**src/hw/rtl/uscsw_pkg.sv**
```systemverilog
// Package for the spherical cap sample warp: shared constants.
// Depends on nothing; used by the front, back and top-level modules.
package uscsw_pkg;

  localparam int AngleTableLen = 30;
  localparam logic [63:0] GainQ32 = 64'd2608131496;

  localparam logic [31:0] AtanTurnsQ32 [AngleTableLen] = '{
    32'd536870912, 32'd316933406, 32'd167458907, 32'd85004756, 32'd42667331,
    32'd21354465, 32'd10679838, 32'd5340245, 32'd2670163, 32'd1335087,
    32'd667544, 32'd333772, 32'd166886, 32'd83443, 32'd41722, 32'd20861,
    32'd10430, 32'd5215, 32'd2608, 32'd1304, 32'd652, 32'd326, 32'd163,
    32'd81, 32'd41, 32'd20, 32'd10, 32'd5, 32'd3, 32'd1
  };

  localparam logic signed [17:0] CapMax = 18'sd65536;
  localparam logic signed [17:0] CapMin = -18'sd65536;

endpackage

```
**src/hw/rtl/uscsw_back.sv**
```systemverilog
// Back part: gain scaling, pipelined CORDIC rotation, quadrant fold, output clamp.
// Uses uscsw_pkg for the gain and arctangent table.
module uscsw_back #(
  parameter int FRAC_BITS     = 16,
  parameter int CORDIC_STAGES = 16
) (
  input  logic                        clk,
  input  logic                        rst_n,
  input  logic                        in_vld,
  input  logic signed [FRAC_BITS+1:0] z_in,
  input  logic [FRAC_BITS:0]          r_in,
  input  logic [15:0]                 azim_in,
  output logic                        out_strobe,
  output logic signed [17:0]          dir_x,
  output logic signed [17:0]          dir_y,
  output logic signed [17:0]          dir_z
);
  localparam int F  = FRAC_BITS;
  localparam int ZW = F + 2;
  localparam int XW = F + 4;
  localparam int NC = (CORDIC_STAGES < uscsw_pkg::AngleTableLen) ?
                      CORDIC_STAGES : uscsw_pkg::AngleTableLen;

  function automatic logic [17:0] to_field(input logic signed [XW-1:0] v);
    logic [XW-1:0] mag;
    logic signed [XW:0] q;
    mag = v[XW-1] ? XW'(-v) : XW'(v);
    if (F <= 16) begin
      q = (XW+1)'(v) <<< (16 - F);
    end else begin
      mag = XW'((mag + (XW'(1) << (F - 17))) >> (F - 16));
      q = v[XW-1] ? -(XW+1)'(mag) : (XW+1)'(mag);
    end
    if (q > (XW+1)'(65536)) q = (XW+1)'(65536);
    if (q < -(XW+1)'(65536)) q = -(XW+1)'(65536);
    return 18'(q);
  endfunction

  // gain stage
  logic               g_vld_r;
  logic signed [XW-1:0] g_x_r;
  logic signed [ZW-1:0] g_z_r;
  logic [15:0]        g_az_r;
  logic [F+33:0]      gprod;
  assign gprod = (F+34)'(r_in) * (F+34)'(uscsw_pkg::GainQ32) + ((F+34)'(1) << 31);

  always_ff @(posedge clk) begin
    if (!rst_n) g_vld_r <= 1'b0;
    else        g_vld_r <= in_vld;
    g_x_r  <= XW'(gprod >> 32);
    g_z_r  <= z_in;
    g_az_r <= azim_in;
  end

  logic               c_vld_r [1:NC];
  logic signed [XW-1:0] c_x_r [1:NC];
  logic signed [XW-1:0] c_y_r [1:NC];
  logic signed [32:0] c_a_r   [1:NC];
  logic [1:0]         c_q_r   [1:NC];
  logic signed [ZW-1:0] c_z_r [1:NC];

  // The angle inside the quadrant, turns scaled by 2^32.
  logic signed [32:0] ang0;
  assign ang0 = 33'({2'b00, g_az_r[13:0], 16'h0000});

  for (genvar i = 0; i < NC; i++) begin : g_cordic
    logic                 v_in;
    logic signed [XW-1:0] x_in, y_in;
    logic signed [32:0]   a_in;
    logic [1:0]           q_in;
    logic signed [ZW-1:0] zp_in;
    logic signed [XW-1:0] dx, dy;
    logic signed [32:0] at;
    if (i == 0) begin : g_first
      assign v_in  = g_vld_r;
      assign x_in  = g_x_r;
      assign y_in  = '0;
      assign a_in  = ang0;
      assign q_in  = g_az_r[15:14];
      assign zp_in = g_z_r;
    end else begin : g_next
      assign v_in  = c_vld_r[i];
      assign x_in  = c_x_r[i];
      assign y_in  = c_y_r[i];
      assign a_in  = c_a_r[i];
      assign q_in  = c_q_r[i];
      assign zp_in = c_z_r[i];
    end
    assign dx = y_in >>> i;
    assign dy = x_in >>> i;
    assign at = 33'(uscsw_pkg::AtanTurnsQ32[i]);
    always_ff @(posedge clk) begin
      if (!rst_n) c_vld_r[i+1] <= 1'b0;
      else        c_vld_r[i+1] <= v_in;
      c_q_r[i+1] <= q_in;
      c_z_r[i+1] <= zp_in;
      if (!a_in[32]) begin
        c_x_r[i+1] <= x_in - dx;
        c_y_r[i+1] <= y_in + dy;
        c_a_r[i+1] <= a_in - at;
      end else begin
        c_x_r[i+1] <= x_in + dx;
        c_y_r[i+1] <= y_in - dy;
        c_a_r[i+1] <= a_in + at;
      end
    end
  end

  logic signed [XW-1:0] ox, oy, xe, ye;
  logic signed [XW-1:0] ze;
  assign xe = c_x_r[NC];
  assign ye = c_y_r[NC];
  assign ze = XW'(c_z_r[NC]);

  always_comb begin
    unique case (c_q_r[NC])
      2'd0: begin ox = xe;  oy = ye;  end
      2'd1: begin ox = -ye; oy = xe;  end
      2'd2: begin ox = -xe; oy = -ye; end
      default: begin ox = ye; oy = -xe; end
    endcase
  end

  logic        o_vld_r;
  logic [17:0] o_x_r, o_y_r, o_z_r;
  always_ff @(posedge clk) begin
    if (!rst_n) o_vld_r <= 1'b0;
    else        o_vld_r <= c_vld_r[NC];
    o_x_r <= to_field(ox);
    o_y_r <= to_field(oy);
    o_z_r <= to_field(ze);
  end

  assign out_strobe = o_vld_r;
  assign dir_x = o_x_r;
  assign dir_y = o_y_r;
  assign dir_z = o_z_r;
endmodule

```
**config.mk**
```make
export PLATFORM = sky130hd
export DESIGN_NAME = uscsw_back
export DESIGN_NICKNAME = d
export VERILOG_FILES = /design/src/hw/rtl/uscsw_pkg.sv /design/src/hw/rtl/uscsw_back.sv
export SDC_FILE = /design/constraint.sdc
export NUM_CORES = 2
export LEC_CHECK = 0
export ABC_AREA = 1
export BUFFER_PORTS_ARGS = -buffer_cell sky130_fd_sc_hd__buf_2
export CAP_MARGIN = 20
export CORE_MARGIN = 2
export CORE_UTILIZATION = 36
export CTS_CLUSTER_SIZE = 10
export DETAILED_ROUTE_END_ITERATION = 6
export SLEW_MARGIN = 20
export SYNTH_ARGS = -nofsm -noshare
export SYNTH_HDL_FRONTEND = slang
export SYNTH_SLANG_ARGS = --single-unit
```
**constraint.sdc**
```tcl
create_clock -name clk -period 7.05 [get_ports clk]
set_input_delay 1.7625 -clock clk [delete_from_list [all_inputs] [get_ports clk]]
set_output_delay 1.7625 -clock clk [all_outputs]
set_load 0.05 [all_outputs]
```
==> results.py <==
metrics = {
    "run_status": {
        "status": "complete, but fails checks",
        "violations": "design-rule violations",
    },
    "global_route": {
        "grt.total_usage_pct": 17.7,
        "grt_antenna_before_repair": 3,
        "grt_max_degree": 44,
        "globalRoute.totalOverflow": 0,
        "grt_pass1_vias": 76300,
        "grt_pass1_wl_um": 389000,
    },
    "final_layout": {
        "final_common_cell": "nand2_1",
        "final_cell_mix": "2042 x nand2_1, 1498 x inv_1, 1479 x dfxtp_1",
        "layout-area-overhead-vs-synth_pct": 13.0,
        "multi_input_area_um2": 59400,
        "drive_gt1_share_pct": 6.16,
        "register_area_um2": 29600,
        "postLayoutCoreUtil_pct": 40.9,
        "final_cell_count_no_fill": 15900,
        "fill_cells": 26700,
        "fin_nets": 13800,
    },
    "sta": {
        "min_period_over_period_pct": 95.5,
        "tightestPinTransition_ns": 1.12,
        "finalMaxSlewViolations": 0,
        "maxSlewHeadroom_pct": 25.6,
        "finalSetupViolations": 0,
        "rsz0062_at_grt": "false",
        "period_minus_slack_ns": 6.73,
        "max_freq_mhz": 149,
        "skew_ns": 0.0891,
        "hold_viol": 0,
        "setup_ws_ns": 0.320,
    },
    "setup_path": {
        "arrival_ns": 7.52,
        "critPathMaxStageDelay_ns": 0.57,
        "worst_setup_path_end_kind": "flop",
        "crit_slowest_cell": "fa_1",
        "crit_path_max_fanout": 5,
        "startpoint_type": "primary input",
        "critPathRequiredTime_ns": 7.84,
        "path_class": "in -> reg",
    },
    "placement": {
        "place_ws_ns": -0.608,
        "dp_cells": 15700,
        "place_hpwl_um": 198000,
        "io_buffers": 108,
        "gp_congestion": 0.925,
    },
    "floorplan": {
        "row_count": 188,
        "die_y_um": 517,
        "core-area_um2": 262000,
        "die-area_um2": 268000,
        "ios": 109,
        "die_x_um": 517,
        "initial_core_util_pct": 36.2,
    },
    "yosys": {
        "seq_area_frac_synth_pct": 31.2,
        "ys_types": 65,
        "synth_cells": 11900,
        "async_flop_share_pct": 0,
        "yosysWarningCount": 0,
        "syn_area_um2": 94900,
        "syn_nets": 13400,
        "synth-edff-count": 0,
        "ys_seq_elements": 1479,
        "syn_area_per_cell_um2": 7.98,
        "synthFlopType": "dfxtp_1",
    },
    "route": {
        "drc_errors": 10,
        "routed_wl_um": 240000,
        "viasPerCell": 4.85,
        "vias": 77300,
        "drtAntennaViolNets": 0,
        "wl_per_cell_um": 15.0,
        "dr.pass1.iters": 7,
        "drt_iter0_markers": 3848,
    },
    "clock_network": {
        "clock-sinks": 1479,
        "clk_path_buf_depth": 4,
        "cts_root_buffer": "clkbuf_16",
        "cts_made_buffers": 184,
        "htreeDepth": 4,
        "cts_tree": "yes",
        "clk_latency_ns": 0.87,
        "cts.clk_slew.worst_paths_ns": 0.05,
        "hold_buffers": 0,
    },
    "min_path": {
        "hold_path.class": "reg -> reg",
    },
    "run": {
        "maxCapViolations": 0,
    },
}
kinds of logic (layout without fill, tap and decap cells):
kind of cell	count (synthesis)	count (layout)	synth area share [%]
compound gates	2309	2309	13.7
xor+xnor	1200	1200	11.1
fa+ha+maj	1420	1420	20.6
buf+inv	1623	2155	6.48
flops	1479	1479	31.2
other cells	0	4	0
simple gates	3862	3862	16.9
cell usage after synthesis, types with 18 or more instances:
master	n	area (um^2)
o21ai_1	26	130
xor2_1	849	7440
a31oi_1	154	963
xnor2_1	350	3070
nor2_1	984	3690
o21bai_1	76	571
nand3_1	401	2010
nor4_1	48	300
nand4_1	125	782
a21o_1	102	766
o21ai_0	626	3130
a21boi_0	31	233
clkbuf_1	68	255
nand3b_1	18	135
o211ai_1	68	510
o31ai_1	32	240
nor3_1	155	776
inv_2	20	75.1
a211oi_1	19	143
inv_1	1505	5650
nand2_1	2049	7690
ha_1	1183	14800
dfxtp_1	1479	29600
fa_1	237	4740
a21oi_1	1050	5260
o21a_1	34	255
worst max-delay path: cells and delay by family:
kind | cells | cell delay (ns)
adders and majority gates | 8 | 3.52
buffers and inverters | 10 | 0.92
and+or+nand+nor | 8 | 0.85
xor gates and xnor gates | 2 | 0.30
AOI/OAI and AO/OA | 1 | 0.15
timing repair:
item,in CTS,in global routing
setup endpoints to repair,0,13
resized for setup,0,34
setup buffers,0,1
final cells by class:
cell class                 instances  area share, %
tap                             3515           4.10
sequential                      1479           27.6
clock inverter                    32          0.556
inverter                        1532           5.36
antenna                            4        0.00933
clock buffer                     223           4.66
timing repair buffer             368           2.33
multi-input combinational       8791           55.4
flip-flops by register name (all words and copies together), names as in the netlist, 18 cells and up:
signal,cells
c_z_r,288
c_q_r,32
c_x_r,318
dir_z,18
g_cordic.dy,18
c_y_r,299
g_cordic.zp_in,18
dir_x,18
dir_y,18
c_a_r,418
routing by layer:
metal	global-route usage (%)	routed length (um)	vias up
li1	-	-	40300
met1	21.9	107000	35200
met2	31.8	117000	1318
met3	1.86	8200	401
met4	5.97	7660	2
met5	0	13	-
worst paths after layout:
kind / from / endpoint / slack (ns) / cells after the start
setup / recovery: r_in[11] / g_cordic[0].dy[5] / 0.32 / 29
hold / removal: c_z_r[11][11] / c_z_r[12][11] / 0.29 / 0
setup reg to reg: c_a_r[0][164] / c_y_r[0][119] / 2.62 / 16
hold reg to reg: c_z_r[11][11] / c_z_r[12][11] / 0.29 / 0
through the flow:
step	area (um^2)	setup TNS (ns)	hold WS, ns
floorplan	95100	0	0.310
global placement	102000	-8.36	0.310
detailed placement	102000	-8.59	0.312
CTS	107000	0	0.282
global route	107000	0	0.300
finish	107000	0	0.290
Power is left out: the tool's default activity adds up to more than one toggle a clock period on the data nets, which glitch-free logic cannot reach.
