### config.mk
export PLATFORM = sky130hd
export DESIGN_NAME = uscsw_front
export DESIGN_NICKNAME = d
export VERILOG_FILES = /design/src/hw/rtl/uscsw_pkg.sv /design/src/hw/rtl/uscsw_front.sv
export SDC_FILE = /design/constraint.sdc
export NUM_CORES = 2
export LEC_CHECK = 0
export ABC_CLOCK_PERIOD_IN_PS = 8700
export BUFFER_PORTS_ARGS = -buffer_cell sky130_fd_sc_hd__buf_4
export CORE_AREA = 2 2 292 351
export DETAILED_ROUTE_END_ITERATION = 12
export DIE_AREA = 0 0 294 353
export HOLD_SLACK_MARGIN = 0.08
export PLACE_DENSITY = 0.76
export SLEW_MARGIN = 15
export SYNTH_ARGS = -nofsm -noshare
export SYNTH_HDL_FRONTEND = slang
export SYNTH_SLANG_ARGS = --single-unit
### constraint.sdc
create_clock -name clk -period 8.7 [get_ports clk]
set_clock_uncertainty 0.05 [all_clocks]
set_input_delay 2.175 -clock clk [delete_from_list [all_inputs] [get_ports clk]]
set_output_delay 2.175 -clock clk [all_outputs]
set_load 0.1 [all_outputs]
### src/hw/rtl/uscsw_pkg.sv
// Package for the spherical cap sample warp: shared constants.
// Depends on nothing; used by the front, back and top-level modules.
package uscsw_pkg;

  localparam int AngleTableLen = 30;
  localparam logic [63:0] GainQ32 = 64'd2608131496;

  localparam logic [31:0] AtanTurnsQ32 [AngleTableLen] = '{
    32'd536870912, 32'd316933406, 32'd167458907, 32'd85004756, 32'd42667331,
    32'd21354465, 32'd10679838, 32'd5340245, 32'd2670163, 32'd1335087,
    32'd667544, 32'd333772, 32'd166886, 32'd83443, 32'd41722, 32'd20861,
    32'd10430, 32'd5215, 32'd2608, 32'd1304, 32'd652, 32'd326, 32'd163,
    32'd81, 32'd41, 32'd20, 32'd10, 32'd5, 32'd3, 32'd1
  };

  localparam logic signed [17:0] CapMax = 18'sd65536;
  localparam logic signed [17:0] CapMin = -18'sd65536;

endpackage

### src/hw/rtl/uscsw_front.sv
// Front part: takes a word, computes height z and the square-root radius.
// Uses uscsw_pkg. Pipelined: rescale, product, radicand, then one sqrt digit per stage.
module uscsw_front #(
  parameter int FRAC_BITS = 16
) (
  input  logic                        clk,
  input  logic                        rst_n,
  input  logic                        in_vld,
  input  logic signed [17:0]          cap_cos,
  input  logic [15:0]                 u_height,
  input  logic [15:0]                 u_azimuth,
  output logic                        out_vld,
  output logic signed [FRAC_BITS+1:0] z_out,
  output logic [FRAC_BITS:0]          r_out,
  output logic [15:0]                 azim_out
);
  localparam int F   = FRAC_BITS;
  localparam int ZW  = F + 2;
  localparam int SQW = 2 * F + 2;
  localparam int RW  = F + 1;
  localparam int NS  = (SQW + 1) / 2;
  localparam logic signed [ZW-1:0] ONE = ZW'(1) <<< F;
  localparam logic signed [17:0] CapMaxL = uscsw_pkg::CapMax;
  localparam logic signed [17:0] CapMinL = uscsw_pkg::CapMin;

  function automatic logic signed [ZW-1:0] rescale16(input logic signed [17:0] v);
    logic [17:0] mag;
    logic [17:0] rm;
    rm = '0;
    mag = v[17] ? 18'(-v) : 18'(v);
    if (F >= 16) begin
      return ZW'(v) <<< (F - 16);
    end else begin
      rm = 18'((mag + (18'd1 << (15 - F))) >> (16 - F));
      return v[17] ? -ZW'(rm) : ZW'(rm);
    end
  endfunction

  // stage 0: scaled operands
  logic               s0_vld_r;
  logic [ZW-1:0]      s0_span_r;
  logic [F:0]         s0_u_r;
  logic [15:0]        s0_az_r;
  // stage 1: z
  logic               s1_vld_r;
  logic signed [ZW-1:0] s1_z_r;
  logic [15:0]        s1_az_r;

  logic signed [17:0] cap_sat;
  logic signed [ZW-1:0] c_scaled;
  logic [2*ZW+1:0]    prod;
  logic signed [2*ZW+1:0] z_wide;

  always_comb begin
    cap_sat = (cap_cos > CapMaxL) ? CapMaxL : ((cap_cos < CapMinL) ? CapMinL : cap_cos);
    c_scaled = rescale16(cap_sat);
  end

  always_ff @(posedge clk) begin
    if (!rst_n) begin
      s0_vld_r <= 1'b0;
      s1_vld_r <= 1'b0;
    end else begin
      s0_vld_r <= in_vld;
      s1_vld_r <= s0_vld_r;
    end
    s0_span_r <= ZW'(ONE - c_scaled);
    // Narrower fractions round the height fraction half up.
    s0_u_r    <= (F >= 16) ? (RW'(u_height) << (F - 16)) :
                 RW'((17'(u_height) + (17'd1 << (15 - F))) >> (16 - F));
    s0_az_r   <= u_azimuth;
    s1_z_r    <= ZW'(z_wide);
    s1_az_r   <= s0_az_r;
  end

  always_comb begin
    prod = (2*ZW+2)'(s0_span_r) * (2*ZW+2)'(s0_u_r);
    z_wide = (2*ZW+2)'(ONE) - (2*ZW+2)'((prod + ((2*ZW+2)'(1) << (F - 1))) >> F);
    if (z_wide > (2*ZW+2)'(ONE)) z_wide = (2*ZW+2)'(ONE);
    if (z_wide < -(2*ZW+2)'(ONE)) z_wide = -(2*ZW+2)'(ONE);
  end

  // stage 2: radicand
  logic               s2_vld_r;
  logic signed [ZW-1:0] s2_z_r;
  logic [15:0]        s2_az_r;
  logic [SQW-1:0]     s2_n_r;
  logic [ZW-1:0]      zmag;
  assign zmag = s1_z_r[ZW-1] ? ZW'(-s1_z_r) : ZW'(s1_z_r);

  always_ff @(posedge clk) begin
    if (!rst_n) s2_vld_r <= 1'b0;
    else        s2_vld_r <= s1_vld_r;
    s2_z_r  <= s1_z_r;
    s2_az_r <= s1_az_r;
    s2_n_r  <= SQW'((SQW'(1) << (2 * F)) - SQW'(zmag) * SQW'(zmag));
  end

  // square root: one result bit per stage
  logic           sq_vld_r [1:NS];
  logic [SQW-1:0] sq_n_r   [1:NS];
  logic [SQW-1:0] sq_res_r [1:NS];
  logic signed [ZW-1:0] sq_z_r [1:NS];
  logic [15:0]    sq_az_r  [1:NS];

  for (genvar k = 0; k < NS; k++) begin : g_sqrt
    localparam int BP = 2 * (NS - 1 - k);
    logic                 vld_in;
    logic [SQW-1:0]       n_in;
    logic [SQW-1:0]       res_in;
    logic signed [ZW-1:0] zp_in;
    logic [15:0]          az_in;
    logic [SQW:0]         trial;
    if (k == 0) begin : g_first
      assign vld_in = s2_vld_r;
      assign n_in   = s2_n_r;
      assign res_in = '0;
      assign zp_in  = s2_z_r;
      assign az_in  = s2_az_r;
    end else begin : g_next
      assign vld_in = sq_vld_r[k];
      assign n_in   = sq_n_r[k];
      assign res_in = sq_res_r[k];
      assign zp_in  = sq_z_r[k];
      assign az_in  = sq_az_r[k];
    end
    assign trial = (SQW+1)'(res_in) + ((SQW+1)'(1) << BP);
    always_ff @(posedge clk) begin
      if (!rst_n) sq_vld_r[k+1] <= 1'b0;
      else        sq_vld_r[k+1] <= vld_in;
      sq_z_r[k+1]  <= zp_in;
      sq_az_r[k+1] <= az_in;
      if ((SQW+1)'(n_in) >= trial) begin
        sq_n_r[k+1]   <= SQW'((SQW+1)'(n_in) - trial);
        sq_res_r[k+1] <= SQW'((res_in >> 1) + (SQW'(1) << BP));
      end else begin
        sq_n_r[k+1]   <= n_in;
        sq_res_r[k+1] <= res_in >> 1;
      end
    end
  end

  assign out_vld  = sq_vld_r[NS];
  assign z_out    = sq_z_r[NS];
  assign r_out    = RW'(sq_res_r[NS]);
  assign azim_out = sq_az_r[NS];
endmodule

==> flow_summary.rst <==
.. list-table::
   :header-rows: 1

   * - Metric
     - Value
   * - Outcome
     - complete, no violations
   * - Placed instance area
     - just over 60,000 sq um
   * - Multi-input combinational cell area
     - 28,000 sq um
   * - Worst-case clock buffer depth
     - 3
   * - Top cells by count, synth
     - dfxtp_1 (1,413), inv_1 (845), nand2_1 (465)
   * - Remaining global-route overflow
     - 0
   * - Clock buffer count from CTS
     - 131
   * - First-pass GRT wire length
     - 188,000 um
   * - Remaining design rule violation count
     - 0
   * - Router iterations before antenna repair
     - 7
   * - Area inside the core boundary
     - 101,000 sq um
   * - Max-slew violation count
     - 0
   * - Most numerous cell in the Yosys netlist
     - dfxtp_1
   * - WL per Instance
     - 16.0 um
   * - Reg area
     - 28,300 sq um
   * - Post-synth design cell area
     - 59,800 sq um
   * - Total routing usage reported by global routing
     - 22.7%
   * - Data required time of the critical path
     - between 9 and 10 ns
   * - HPWL after detailed placement
     - 87,700 um
   * - Xor/xnor share of the synthesized area
     - 4.12%
   * - CP most frequent cell
     - fa_1
   * - Initial core utilization
     - between 50% and 60%
   * - Clock period minus worst slack
     - just over 8 ns
   * - Number of antenna violations at the first check in global routing
     - 5
   * - Endpoint type of the worst setup path
     - flop
   * - Max frequency
     - 0.120 GHz
   * - Synthesis-to-finish area growth
     - 11.8%
   * - Iteration-0 DRC Markers
     - 1,601
   * - I/O Pins
     - 105
   * - Hold Slack
     - ~0.26 ns
   * - Post-route insts no fill
     - 7,129
   * - Placed cells
     - 6,898
   * - Floorplan die height
     - 353 um
   * - Post-synthesis cell type with the largest combined area
     - dfxtp_1
   * - Average vias per placed instance
     - 5.20
   * - Compound-gate portion of the synthesized area
     - 6.66%
   * - Pin count of the biggest net entering global routing
     - 35
   * - Count of input and output buffers
     - around 100
   * - Worst-case register-to-register setup slack
     - approximately 0.38 ns
   * - Proportion of layout cells with a drive suffix above 1
     - 7.69%
   * - Library cells used by synthesis
     - 81
   * - Top fanout value on the critical path
     - 12
   * - Clk sinks
     - 1,413
   * - Max-slew headroom at the worst pin
     - 23.7%
   * - Die boundary width
     - 294 um
   * - Root Buffer Master
     - clkbuf_16
   * - Critical setup path kind
     - flop to flop
   * - Final RePlAce weighted congestion
     - 0.918
   * - Via total after detailed routing
     - 37,100
   * - Remaining antenna violation count after routing
     - 0
   * - Sequential element share of the synthesized area
     - 47.3%
   * - Area enclosed by the die boundary
     - between 100,000 and 150,000 sq um
   * - Total routed wirelength
     - 114,000 um
   * - Count of flip-flops with a built-in enable after synthesis
     - 0
   * - RSZ-0062 raised after global routing
     - no
   * - Worst Setup Start Kind
     - flop
   * - Hold-fix buffers, CTS
     - 0
   * - # nets final
     - roughly 6,700
   * - Dominant combinational cell family by area after synthesis
     - adder cells
   * - Leading post-synthesis cells by cell area
     - dfxtp_1 (47%), fa_1 (15%), ha_1 (8.5%)
   * - Count of endpoints failing setup in the final report
     - 0
   * - Kind of path behind the tightest hold check
     - flop to flop
   * - Avg Inst Size Synth
     - roughly 11 sq um
   * - Mux cell area share after synthesis
     - 0.500%
   * - Cell type of the slowest stage on the worst timing path
     - dfxtp_1
   * - Share of synthesized cell area in full adder, half adder and majority cells
     - between 20% and 30%
   * - Post-route fraction of the period consumed by the critical path
     - 95.6%
   * - Max Cap Violations
     - 0
   * - Vias in the first global route
     - 38,800
   * - Clock transition at the register clock pins on the worst setup and hold paths after CTS
     - around 0.070 ns
   * - Data arrival time of the critical path
     - 8.89 ns
   * - Number of levels in the clock H-tree
     - 4
   * - Number of rows created at floorplan
     - 128
   * - Share of synthesized cell area in and, or, nand and nor gates
     - a little under an eighth
   * - Area share of the leading cell type in the synthesized netlist
     - 47.3%
   * - Total of fill cells in the finished design
     - 7,599
   * - Category of cells accounting for the largest share of critical-path delay
     - adder cells
   * - Tightest Pin Transition
     - between 1 and 1.5 ns
   * - Later-pin clock latency in the skew report
     - 0.76 ns
   * - Hold Violations, Final
     - 0
   * - Final Instance Area
     - 66,800 sq um
   * - Yosys Warn Count
     - 0
   * - Dominant register cell in the synthesized netlist
     - dfxtp_1
   * - Register bit total from synthesis
     - about 1,400
   * - Total Neg Setup Slack
     - 0 ns
   * - Worst path cell trace
     - buf_4 > nand2_1 > fa_1 > fa_1 > inv_1 > fa_1 > fa_1 > fa_1 > inv_1 > fa_1 > inv_1 > ha_1 > nand3_1 > or3_1 > a311oi_1 > o21ai_1 > a31oi_1 > xor2_1 > or4_1 > o41a_1 > o31ai_4 > o41ai_1 > and2_1
   * - Number of buffers and inverters on the critical path
     - 4
   * - Ys async rst share
     - 0%
   * - Clock tree from TritonCTS
     - done
   * - Delay contributed by the slowest stage of the critical path
     - 0.77 ns
   * - Post-synthesis instance total
     - about 5,500
## worst paths after layout
path	startpoint	endpoint	cells after the start
max	s0_u_r[10]$_DFF_P_	s1_z_r[1]$_SDFF_PP0_	23
min	sq_z_r[2][19]$_DFF_P_	sq_z_r[2][37]$_DFF_P_	0
max reg2reg	s0_u_r[10]$_DFF_P_	s1_z_r[1]$_SDFF_PP0_	23
min reg2reg	sq_z_r[2][19]$_DFF_P_	sq_z_r[2][37]$_DFF_P_	0
## state kept, by name, indices dropped and copies added (netlist names)
| register | flops |
|---|---|
| g_sqrt.vld_in | 1 |
| sq_az_r | 272 |
| s1_z_r | 18 |
| sq_n_r | 527 |
| s0_span_r | 18 |
| sq_vld_r | 17 |
| sq_z_r | 291 |
| g_sqrt.az_in | 16 |
| g_sqrt.zp_in | 17 |
| s1_az_r | 16 |
| sq_res_r | 153 |
| s0_vld_r | 1 |
| g_sqrt.n_in | 33 |
| s0_u_r | 16 |
| s1_vld_r | 1 |
| s0_az_r | 16 |
## area by class of cell
| class | instances | area share [%] |
|---|---|---|
| Timing Repair Buffer | 166 | 1.92 |
| Sequential cell | 1413 | 42.4 |
| Antenna cell | 1 | 0.00375 |
| Clock inverter | 48 | 1.08 |
| Inverter | 846 | 4.75 |
| Tap cell | 1300 | 2.43 |
| Multi-Input combinational cell | 3175 | 41.9 |
| Clock buffer | 180 | 5.53 |
## layout by cell type (no fill, tap or decap), types with 13 or more instances in the layout
cell type and count:
clkbuf_1 26, buf_4 163, dfxtp_2 15, clkbuf_8 23, dfxtp_1 1398, mux2i_1 13, nor2b_1 32, or3_1 46
nor2_1 221, and2_1 172, ha_1 408, a21o_1 71, clkbuf_16 131, and3_1 20, nand2b_1 59, nor4b_1 18
inv_1 844, fa_1 458, clkinv_2 18, nor4_1 66, or2_2 16, o21a_1 48, xor2_1 116, nor3_1 96
nand2_1 465, conb_1 17, a21oi_1 163, o31ai_1 36, mux2_2 15, a21boi_0 13, a31oi_1 16, or4_1 17
xnor2_1 162, o21ai_0 147, nand3_1 52, nand4_1 40
## logic make-up after synthesis
logic type / Yosys count
compound gates: 614
xor+xnor: 281
fa+ha+maj: 866
buf+inv: 957
flops: 1413
mux: 28
other cells: 2
simple gates: 1369
## per-stage QoR
step                worst slack (ns)  util, %
floorplan                      0.958        -
CTS                            0.103     66.3
global placement               0.266     61.9
global route                  0.0231     66.3
finish                         0.380     66.3
detailed placement             0.134     61.9
## routing by layer
| layer | wire length, um | part of all wire (%) | global-route usage, % | up-vias |
|---|---|---|---|---|
| met3 | 4490 | 3.9 | 3.54 | 346 |
| met5 | 9 | 0.0079 | 0 | - |
| met2 | 61700 | 54 | 43.6 | 842 |
| met4 | 6040 | 5.3 | 12.0 | 2 |
| li1 | - | - | - | 18100 |
| met1 | 42100 | 37 | 23.5 | 17800 |
## timing repair
item / 4_1_cts / 5_1_grt
resized for setup: 0 / 19
endpoints found under the setup margin: 0 / 21
buffers inserted: 0 / 2
Power is not shown: default switching activity piles up to over one toggle a cycle in this logic, so the estimate is an artifact.
