==> src/hw/rtl/uscsw_queue.sv <==
// Short queue between front and back parts, one word per entry.
// No package dependencies.
module uscsw_queue #(
  parameter int WIDTH = 8,
  parameter int DEPTH = 4
) (
  input  logic             clk,
  input  logic             rst_n,
  input  logic             wr_en,
  input  logic [WIDTH-1:0] wr_data,
  input  logic             rd_en,
  output logic             rd_vld,
  output logic [WIDTH-1:0] rd_data
);
  localparam int AW = (DEPTH > 1) ? $clog2(DEPTH) : 1;
  logic [WIDTH-1:0] mem_r [DEPTH];
  logic [AW-1:0] wp_r, rp_r;
  logic [AW:0]   cnt_r;

  assign rd_vld  = (cnt_r != '0);
  assign rd_data = mem_r[rp_r];

  always_ff @(posedge clk) begin
    if (!rst_n) begin
      wp_r  <= '0;
      rp_r  <= '0;
      cnt_r <= '0;
    end else begin
      if (wr_en) wp_r <= (wp_r == AW'(DEPTH - 1)) ? '0 : AW'(wp_r + 1'b1);
      if (rd_en && rd_vld) rp_r <= (rp_r == AW'(DEPTH - 1)) ? '0 : AW'(rp_r + 1'b1);
      cnt_r <= (AW+1)'(cnt_r + (AW+1)'(wr_en) - (AW+1)'(rd_en && rd_vld));
    end
    if (wr_en) mem_r[wp_r] <= wr_data;
  end
endmodule

==> config.mk <==
export PLATFORM = sky130hd
export DESIGN_NAME = uscsw_queue
export DESIGN_NICKNAME = d
export VERILOG_FILES = /design/src/hw/rtl/uscsw_queue.sv
export SDC_FILE = /design/constraint.sdc
export NUM_CORES = 1
export LEC_CHECK = 0
export ABC_CLOCK_PERIOD_IN_PS = 1700
export BUFFER_PORTS_ARGS = -buffer_cell sky130_fd_sc_hd__buf_2
export CORE_ASPECT_RATIO = 0.7
export CORE_MARGIN = 2
export CORE_UTILIZATION = 40
export DETAILED_ROUTE_END_ITERATION = 10
export GPL_TIMING_DRIVEN = 0
export PLACE_DENSITY = 0.59
export SYNTH_ARGS = -nofsm -noshare
export SYNTH_HDL_FRONTEND = slang
export SYNTH_SLANG_ARGS = --single-unit
export TNS_END_PERCENT = 100
==> constraint.sdc <==
create_clock -name clk -period 1.7 [get_ports clk]
set_input_delay 0.51 -clock clk [delete_from_list [all_inputs] [get_ports clk]]
set_output_delay 0.51 -clock clk [all_outputs]
set_load 0.02 [all_outputs]
==> impl_metrics.tcl, run 1 <==
set metrics [dict create \
    worstSetupStartpointType "flip-flop" \
    status "complete, but fails checks" \
    rr_startpoint "cnt_r[2]" \
    port_buffers 20 \
    hold_viol 0 \
    slew_headroom 0.695 \
    numCtsBuffers 5 \
    synth_top_cell_area_share 0.594 \
    top_layer_used "met4" \
    final_antenna_net_count 0 \
    worstPathCellList "buf_12 > mux4_2 > buf_6" \
    cts_max_level 2 \
    synth_cell_types 18 \
    drt-total-wl_um 2440 \
    grt_pass1_wl_um 4010 \
    peakVddDrop_v 0.000581 \
    grt_use_total 0.125 \
    cellPowerDensity_nw_per_um2 1410 \
    grt_max_degree 15 \
    gp_congestion 0.724 \
    finClkSkew_ns 0.00747 \
    violations "negative setup slack" \
    start_util 0.415 \
    place_hpwl_um 1720 \
    synth_ff_type "edfxtp_1" \
    worstSetupPathType "flip-flop to primary output" \
    cap_violations 0 \
    synth_area_leader_cell "edfxtp_1" \
    clock_latency_ns 0.29 \
    slowest_stage "mux4_2" \
    final_area_um2 2010 \
    cp-end-kind "primary output" \
    max_stage_delay_ns 0.52 \
    yosysMostFrequentCell "edfxtp_1" \
    cts_tree "built" \
    die_w_um 80.0 \
    dp_slack_ns -0.302 \
    n_antenna_cell 0 \
    synth_area_leaders "edfxtp_1 (59%), dfxtp_1 (11%), mux4_2 (11%)" \
    synth_cells 86 \
    synth-edff-count 32 \
    path_max_fanout 8 \
    core-area_um2 3900 \
    postSynthAreaPerCell_um2 18.8 \
    hp-class "primary input to flip-flop" \
    ys_seq_elements 41 \
    post-route-min-period_ns 1.95 \
    drc 0 \
    wl_met2_um 1230 \
    setup_ws_ns -0.255 \
    wire_per_inst_um 14.4 \
    tightestPinTransition_ns 0.458 \
    synth_common_cells "edfxtp_1 (32), dfxtp_1 (9), mux4_2 (8)" \
    ys_warn_count 0 \
    clock-root-buffer "clkbuf_8" \
    die_h_um 57.2 \
    setup_viol 11 \
    dr_wl_met3_um 97 \
    fin_crit_sh 1.15 \
    critPathRequiredTime_ns 1.19 \
    rsz0062_at_grt "yes" \
    cts.path.max_buffers 2 \
    r2r_slack_ns -0.14 \
    fin_nets 136 \
    drt_pass1_iterations 4 \
    areaGrowthSynthToFinish_pct 24.0 \
    async_flop_share 0 \
    grt_pass1_vias 865 \
    syn_area_um2 1620 \
    cts_sinks 41 \
    mappedNetlistNets 106 \
    vias_per_cell 4.66 \
    die_area_um2 4580 \
    fill_cells 332 \
    row_count 19 \
    finalNonFillerCells 169 \
    post-place-cells 158 \
    antenna_found_initial 0 \
    clk_pin_slew_worst_paths_ns 0.08 \
    drive_gt1_frac 0.410 \
    grt-ovfl-total 0 \
    yosysSeqAreaShare 0.705 \
    drv_slew 0 \
    maxClockFrequency_ghz 0.512 \
    critical_path_arrival_ns 1.44 \
    power_mw 2.83 \
    worstHoldStart "wr_data[3]" \
    placed_area_um2 1790 \
    initialDrtViolationCount 20 \
    wl_met1_um 1060 \
    vias 787 \
    p_leak_nw 0.742 \
    design.portCount 21 \
]
==> sequential cells by signal, summed over array words and instances, names as in the netlist, named ones only <==
| register | cells |
|---|---|
| wp_r | 2 |
| cnt_r | 3 |
| mem_r | 32 |
| rp_r | 2 |
==> through the flow <==
stage,utilization,hold WS (ns),TNS (ns)
2_1_floorplan,-,0.461,-0.203
3_3_place_gp,0.458,0.482,-0.523
3_5_place_dp,0.458,0.493,-0.590
4_1_cts,0.510,0.416,-2.44
5_1_grt,0.514,0.416,-2.78
6_report,0.514,0.427,-2.20
==> cells in the final DEF, fill, tap and decap left out, types with 2 or more instances in the layout <==
| cell type | n |
|---|---|
| edfxtp_1 | 32 |
| buf_2 | 11 |
| buf_6 | 10 |
| mux4_2 | 8 |
| ha_1 | 6 |
| dfxtp_1 | 6 |
| inv_1 | 5 |
| and2_1 | 5 |
| clkbuf_8 | 5 |
| nand2_1 | 3 |
| mux2i_1 | 3 |
| nor2_1 | 3 |
| or3b_1 | 2 |
| dfxtp_2 | 2 |
| buf_4 | 2 |
==> path summary, 6_finish.rpt <==
kind | to | depth (start not counted)
worst max-delay path | rd_data[1] | 3
worst min-delay path | mem_r[3][3] | 1
worst max register to register | cnt_r[2] | 8
worst min register to register | rp_r[1] | 2
==> critical path: cells and delay by family, from the launching register on <==
family | cells | cell delay (ns)
buffers and inverters | 2 | 0.29
DFF | 1 | 0.34
muxes | 1 | 0.52
==> report_power, final <==
part / internal, mW / switching (mW) / leakage [nW] / total [mW]
clock: 0.439 / 0.330 / 0.0543 / 0.769
sequential: 1.18 / 0.0437 / 0.369 / 1.22
combinational: 0.476 / 0.364 / 0.319 / 0.841
total: 2.09 / 0.737 / 0.742 / 2.83
==> repair_timing <==
action,CTS,global route
endpoints found under the hold margin,0,0
hold buffers,0,0
pin swaps,2,2
gates resized for setup,22,6
buffers inserted,3,0
endpoints found under the setup margin,10,11
==> logic make-up after synthesis <==
group / Yosys count / synth area share
compound gates: 2 / 0.00851
xor+xnor: 1 / 0.0139
fa+ha+maj: 8 / 0.0665
buf+inv: 8 / 0.0240
flops: 41 / 0.705
mux: 11 / 0.130
simple gates: 15 / 0.0518
==> area by class of cell <==
cell class	count	area, µm²	share of cell area
Clock buffer	5	68.8	0.0343
Buffer	2	25.0	0.0125
Clock inverter	3	46.3	0.0231
Tap cell	52	65.1	0.0324
Timing Repair Buffer	23	183	0.0911
Multi-Input combinational cell	37	448	0.223
Inverter	6	22.5	0.0112
Sequential cell	41	1150	0.572
==> layer usage <==
metal / global-route usage / vias to the layer above
met1: 0.148 / 386
met3: 0.0443 / 5
met4: 0.0654 / 0
met2: 0.205 / 13
met5: 0 / -
li1: - / 383
No activity file was read; power rests on OpenSTA's default activity.
==> run 2: changes to the inputs <==
Settings changed: CORE_MARGIN 2 to 10.
==> impl_metrics.tcl, run 2 (synthesis results as in run 1) <==
set metrics [dict create \
    path_buf_inv 2 \
    tightestPinTransition_ns 0.450 \
    vias 801 \
    grt_pass1_vias 909 \
    fin_crit_sh 1.14 \
    cts_sinks 41 \
    combPwrFrac 0.311 \
    reg_top3 "mem_r (32), cnt_r (3)" \
    areaGrowthSynthToFinish_pct 21.2 \
    max_stage_delay_ns 0.51 \
    hold_viol 0 \
    final_antenna_net_count 0 \
    wire_per_inst_um 15.7 \
    cp-end-kind "primary output" \
    worstSetupPathType "flip-flop to primary output" \
    post-route-min-period_ns 1.94 \
    violations "negative setup slack" \
    cts_max_level 2 \
    p_switching_uw 712 \
    clock_latency_ns 0.28 \
    initialDrtViolationCount 39 \
    die_h_um 73.2 \
    place_hpwl_um 1830 \
    peakVddDrop_v 0.000494 \
    drc 0 \
    r2r_slack_ns -0.11 \
    drv_slew 0 \
    hp-class "primary input to flip-flop" \
    clockPowerShare 0.220 \
    largest_reg_flops 32 \
    cellPowerDensity_nw_per_um2 1340 \
    internal_power_mw 1.92 \
    numCtsBuffers 5 \
    critPathTopFamily "multiplexers" \
    final_common_cell "edfxtp_1" \
    rr_startpoint "cnt_r[0]" \
    setup_viol 10 \
    holdPathEnd "mem_r[2][4]" \
    n_antenna_cell 0 \
    critical_path_arrival_ns 1.43 \
    clk_pin_slew_worst_paths_ns 0.07 \
    grt_pass1_wl_um 4280 \
    p_leak_nw 0.727 \
    final_cell_mix "edfxtp_1 (32), buf_2 (11), buf_6 (10), mux4_2 (8), ha_1 (7)" \
    vias_per_cell 4.77 \
    grt_max_degree 13 \
    die_area_um2 7030 \
    r2r_cells 8 \
    worstPathCellList "buf_12 > mux4_2 > buf_6" \
    fill_cells 352 \
    core-area_um2 3900 \
    dp_slack_ns -0.301 \
    slowest_stage "mux4_2" \
    cap_violations 0 \
    finClkSkew_ns 0.00188 \
    grt-ovfl-total 0 \
    worstSetupStartpointType "flip-flop" \
    worstHoldStart "wr_data[4]" \
    critPathRequiredTime_ns 1.19 \
    cts_tree "built" \
    die_w_um 96.0 \
    drt_pass1_iterations 4 \
    row_count 19 \
    fin_nets 135 \
    power_frac_seq 0.468 \
    drive_gt1_frac 0.379 \
    design.portCount 21 \
    setup_ws_ns -0.239 \
    slew_headroom 0.700 \
    hold-path-cell-count 1 \
    grt_use_total 0.0834 \
    regMostFlops "mem_r" \
    port_buffers 20 \
    post-place-cells 158 \
    path_max_fanout 8 \
    finalNonFillerCells 168 \
    cts.path.max_buffers 2 \
    drt-total-wl_um 2640 \
    p_sw_frac 0.270 \
    rsz0062_at_grt "yes" \
    status "complete, but fails checks" \
    clock-root-buffer "clkbuf_8" \
    antenna_found_initial 0 \
    maxClockFrequency_ghz 0.516 \
    tns_ns -2.06 \
    start_util 0.415 \
    rr_endpoint "cnt_r[2]" \
    gp_congestion 0.723 \
]
## run 2: routing by layer
metal / vias to the layer above / global-route usage / part of all wire
met5: - / 0 / 0
met4: 0 / 0.0587 / 0.029
met3: 7 / 0.0277 / 0.046
met2: 18 / 0.139 / 0.50
met1: 397 / 0.0867 / 0.43
li1: 379 / - / -
## run 2: what timing repair did
item | in CTS | in global routing
setup buffers | 2 | 0
endpoints found under the hold margin | 0 | 0
pin swaps | 2 | 0
resized for setup | 20 | 6
cloned | 0 | 0
hold buffers | 0 | 0
setup endpoints to repair | 10 | 11
## run 2: final cells by class
| type | count | area (µm²) | share of cell area |
|---|---|---|---|
| buffer | 2 | 25.0 | 0.0128 |
| clock buffer | 5 | 68.8 | 0.0351 |
| clock inverter | 3 | 12.5 | 0.00638 |
| inverter | 6 | 22.5 | 0.0115 |
| multi-input combinational | 37 | 445 | 0.227 |
| sequential | 41 | 1150 | 0.585 |
| tap | 52 | 65.1 | 0.0332 |
| timing repair buffer | 22 | 175 | 0.0893 |
## run 2: power groups by stage
stage               Clock [mW]  Sequential, mW  Combinational [mW]
finish                   0.580            1.23               0.820
global route             0.645            1.24               0.891
CTS                      0.609            1.23               0.782
detailed placement           0            1.24               0.656
global placement             0            1.24               0.644
floorplan                    0            1.23               0.491
## run 2: through the flow
stage	hold WS (ns)	utilization	area [µm²]	power, mW
floorplan	0.461	-	1620	1.72
global placement	0.483	0.458	1790	1.88
detailed placement	0.497	0.458	1790	1.90
CTS	0.423	0.497	1940	2.62
global route	0.426	0.503	1960	2.78
finish	0.436	0.503	1960	2.63
## run 2: worst max path at each step
stage,cells past startpoint,start,slack [ns],endpoint
global route,3,flip-flop,-0.30,rd_data[6]
finish,3,flip-flop,-0.24,rd_data[6]
global placement,9,rd_en,-0.27,cnt_r[2]
floorplan,8,rd_en,-0.10,cnt_r[2]
detailed placement,9,rd_en,-0.30,cnt_r[2]
CTS,3,flip-flop,-0.28,rd_data[6]
## run 2: worst reg2reg max path, cell delays in order, from the launching register on
cell and delay [ns]:
dfxtp_2 0.33, o31a_1 0.31, ha_1 0.28, inv_1 0.06
ha_1 0.13, inv_1 0.05, fa_2 0.32, xnor3_1 0.20
nor2_1 0.04
==> run 3: changes to the inputs <==
Settings changed: CTS_BUF_LIST set to sky130_fd_sc_hd__clkbuf_16.
==> impl_metrics.tcl, run 3 (synthesis results as in run 1) <==
set metrics [dict create \
    grt-ovfl-total 0 \
    antenna_found_initial 0 \
    rsz0062_at_grt "yes" \
    slew_headroom 0.687 \
    rr_startpoint "cnt_r[0]" \
    r2r_cells 8 \
    wire_per_inst_um 15.5 \
    fin_crit_sh 1.13 \
    cellPowerDensity_nw_per_um2 1440 \
    tns_ns -1.87 \
    numCtsBuffers 5 \
    areaGrowthSynthToFinish_pct 24.4 \
    cts.path.max_buffers 2 \
    final_area_um2 2010 \
    gp_congestion 0.723 \
    worstSetupEndpoint "rd_data[6]" \
    clock_latency_ns 0.27 \
    start_util 0.415 \
    die_area_um2 7030 \
    hp-class "primary input to flip-flop" \
    cts_max_level 2 \
    maxClockFrequency_ghz 0.522 \
    cts_sinks 41 \
    worstSetupPathType "flip-flop to primary output" \
    design.portCount 21 \
    grt_use_total 0.0841 \
    tightestPinTransition_ns 0.469 \
    peakVddDrop_v 0.000652 \
    critical_path_arrival_ns 1.41 \
    final_common_cell "edfxtp_1" \
    grt_pass1_vias 903 \
    final_cell_mix "edfxtp_1 (32), buf_2 (11), buf_6 (9), mux4_2 (8), ha_1 (7)" \
    n_antenna_cell 0 \
    drv_slew 0 \
    rr_endpoint "cnt_r[2]" \
    drt-total-wl_um 2610 \
    core-area_um2 3900 \
    regMostFlops "mem_r" \
    critPathRequiredTime_ns 1.19 \
    cap_violations 0 \
    largest_reg_flops 32 \
    finClkSkew_ns 0.00127 \
    clk_pin_slew_worst_paths_ns 0.05 \
    row_count 19 \
    power_mw 2.90 \
    die_w_um 96.0 \
    vias 812 \
    die_h_um 73.2 \
    worstSetupStartpointType "flip-flop" \
    p_leak_nw 0.752 \
    vias_per_cell 4.83 \
    initialDrtViolationCount 41 \
    fin_nets 135 \
    violations "negative setup slack" \
    r2r_slack_ns -0.10 \
    place_hpwl_um 1830 \
    placed_area_um2 1790 \
    drt_pass1_iterations 2 \
    hold_viol 0 \
    grt_max_degree 13 \
    grt_pass1_wl_um 4280 \
    post-route-min-period_ns 1.92 \
    status "complete, but fails checks" \
    setup_viol 10 \
    cts_tree "built" \
    clock-root-buffer "clkbuf_16" \
    setup_ws_ns -0.217 \
    final_antenna_net_count 0 \
    reg_top3 "mem_r (32), cnt_r (3)" \
    port_buffers 20 \
    drive_gt1_frac 0.379 \
    cp-end-kind "primary output" \
    path_max_fanout 8 \
    drc 0 \
]
[run 3: worst min path at each step]
stage               start     endpoint  slack, ns  cells past startpoint
6_report       wr_data[6]  mem_r[0][6]       0.45                      1
5_1_grt        wr_data[4]  mem_r[0][4]       0.44                      1
4_1_cts        wr_data[4]  mem_r[0][4]       0.44                      1
3_5_place_dp      rp_r[1]      rp_r[1]       0.50                      2
3_3_place_gp      rp_r[1]      rp_r[1]       0.48                      2
2_1_floorplan     rp_r[1]    flip-flop       0.46                      2
[run 3: layer usage]
| layer | wire length [µm] | global-route usage | vias up |
|---|---|---|---|
| li1 | - | - | 388 |
| met1 | 1110 | 0.0867 | 405 |
| met2 | 1330 | 0.139 | 15 |
| met3 | 113 | 0.0308 | 4 |
| met4 | 58 | 0.0587 | 0 |
| met5 | 0 | 0 | - |
[run 3: what timing repair did]
action	4_1_cts	5_1_grt
endpoints found under the setup margin	10	11
pin swaps	2	0
hold buffers	0	0
buffers inserted	2	0
gates resized for setup	20	5
[run 3: critical path, cell delays in order, from the launching register on]
cell and delay, ns:
dfxtp_2 0.33, buf_12 0.14, mux4_2 0.51, buf_6 0.15
[run 3: cell type report]
class | count | area (µm²)
Buffer | 2 | 25.0
Clock buffer | 5 | 125
Clock inverter | 3 | 12.5
Fill cell | 341 | 1890
Inverter | 6 | 22.5
Multi-Input combinational cell | 37 | 445
Sequential cell | 41 | 1150
Tap cell | 52 | 65.1
Timing Repair Buffer | 22 | 171
[run 3: report_power, final]
group | switching, mW | leakage (nW) | internal (mW)
clock network | 0.332 | 0.0687 | 0.529
logic | 0.352 | 0.314 | 0.459
registers | 0.0516 | 0.369 | 1.18
[run 3: through the flow]
step	worst slack, ns	util	hold WS [ns]	instances
after global routing	-0.273	0.516	0.444	168
after global placement	-0.266	0.458	0.483	158
final	-0.217	0.516	0.450	168
after detailed placement	-0.301	0.458	0.497	158
after CTS	-0.254	0.512	0.440	168
after floorplan	-0.103	-	0.461	86
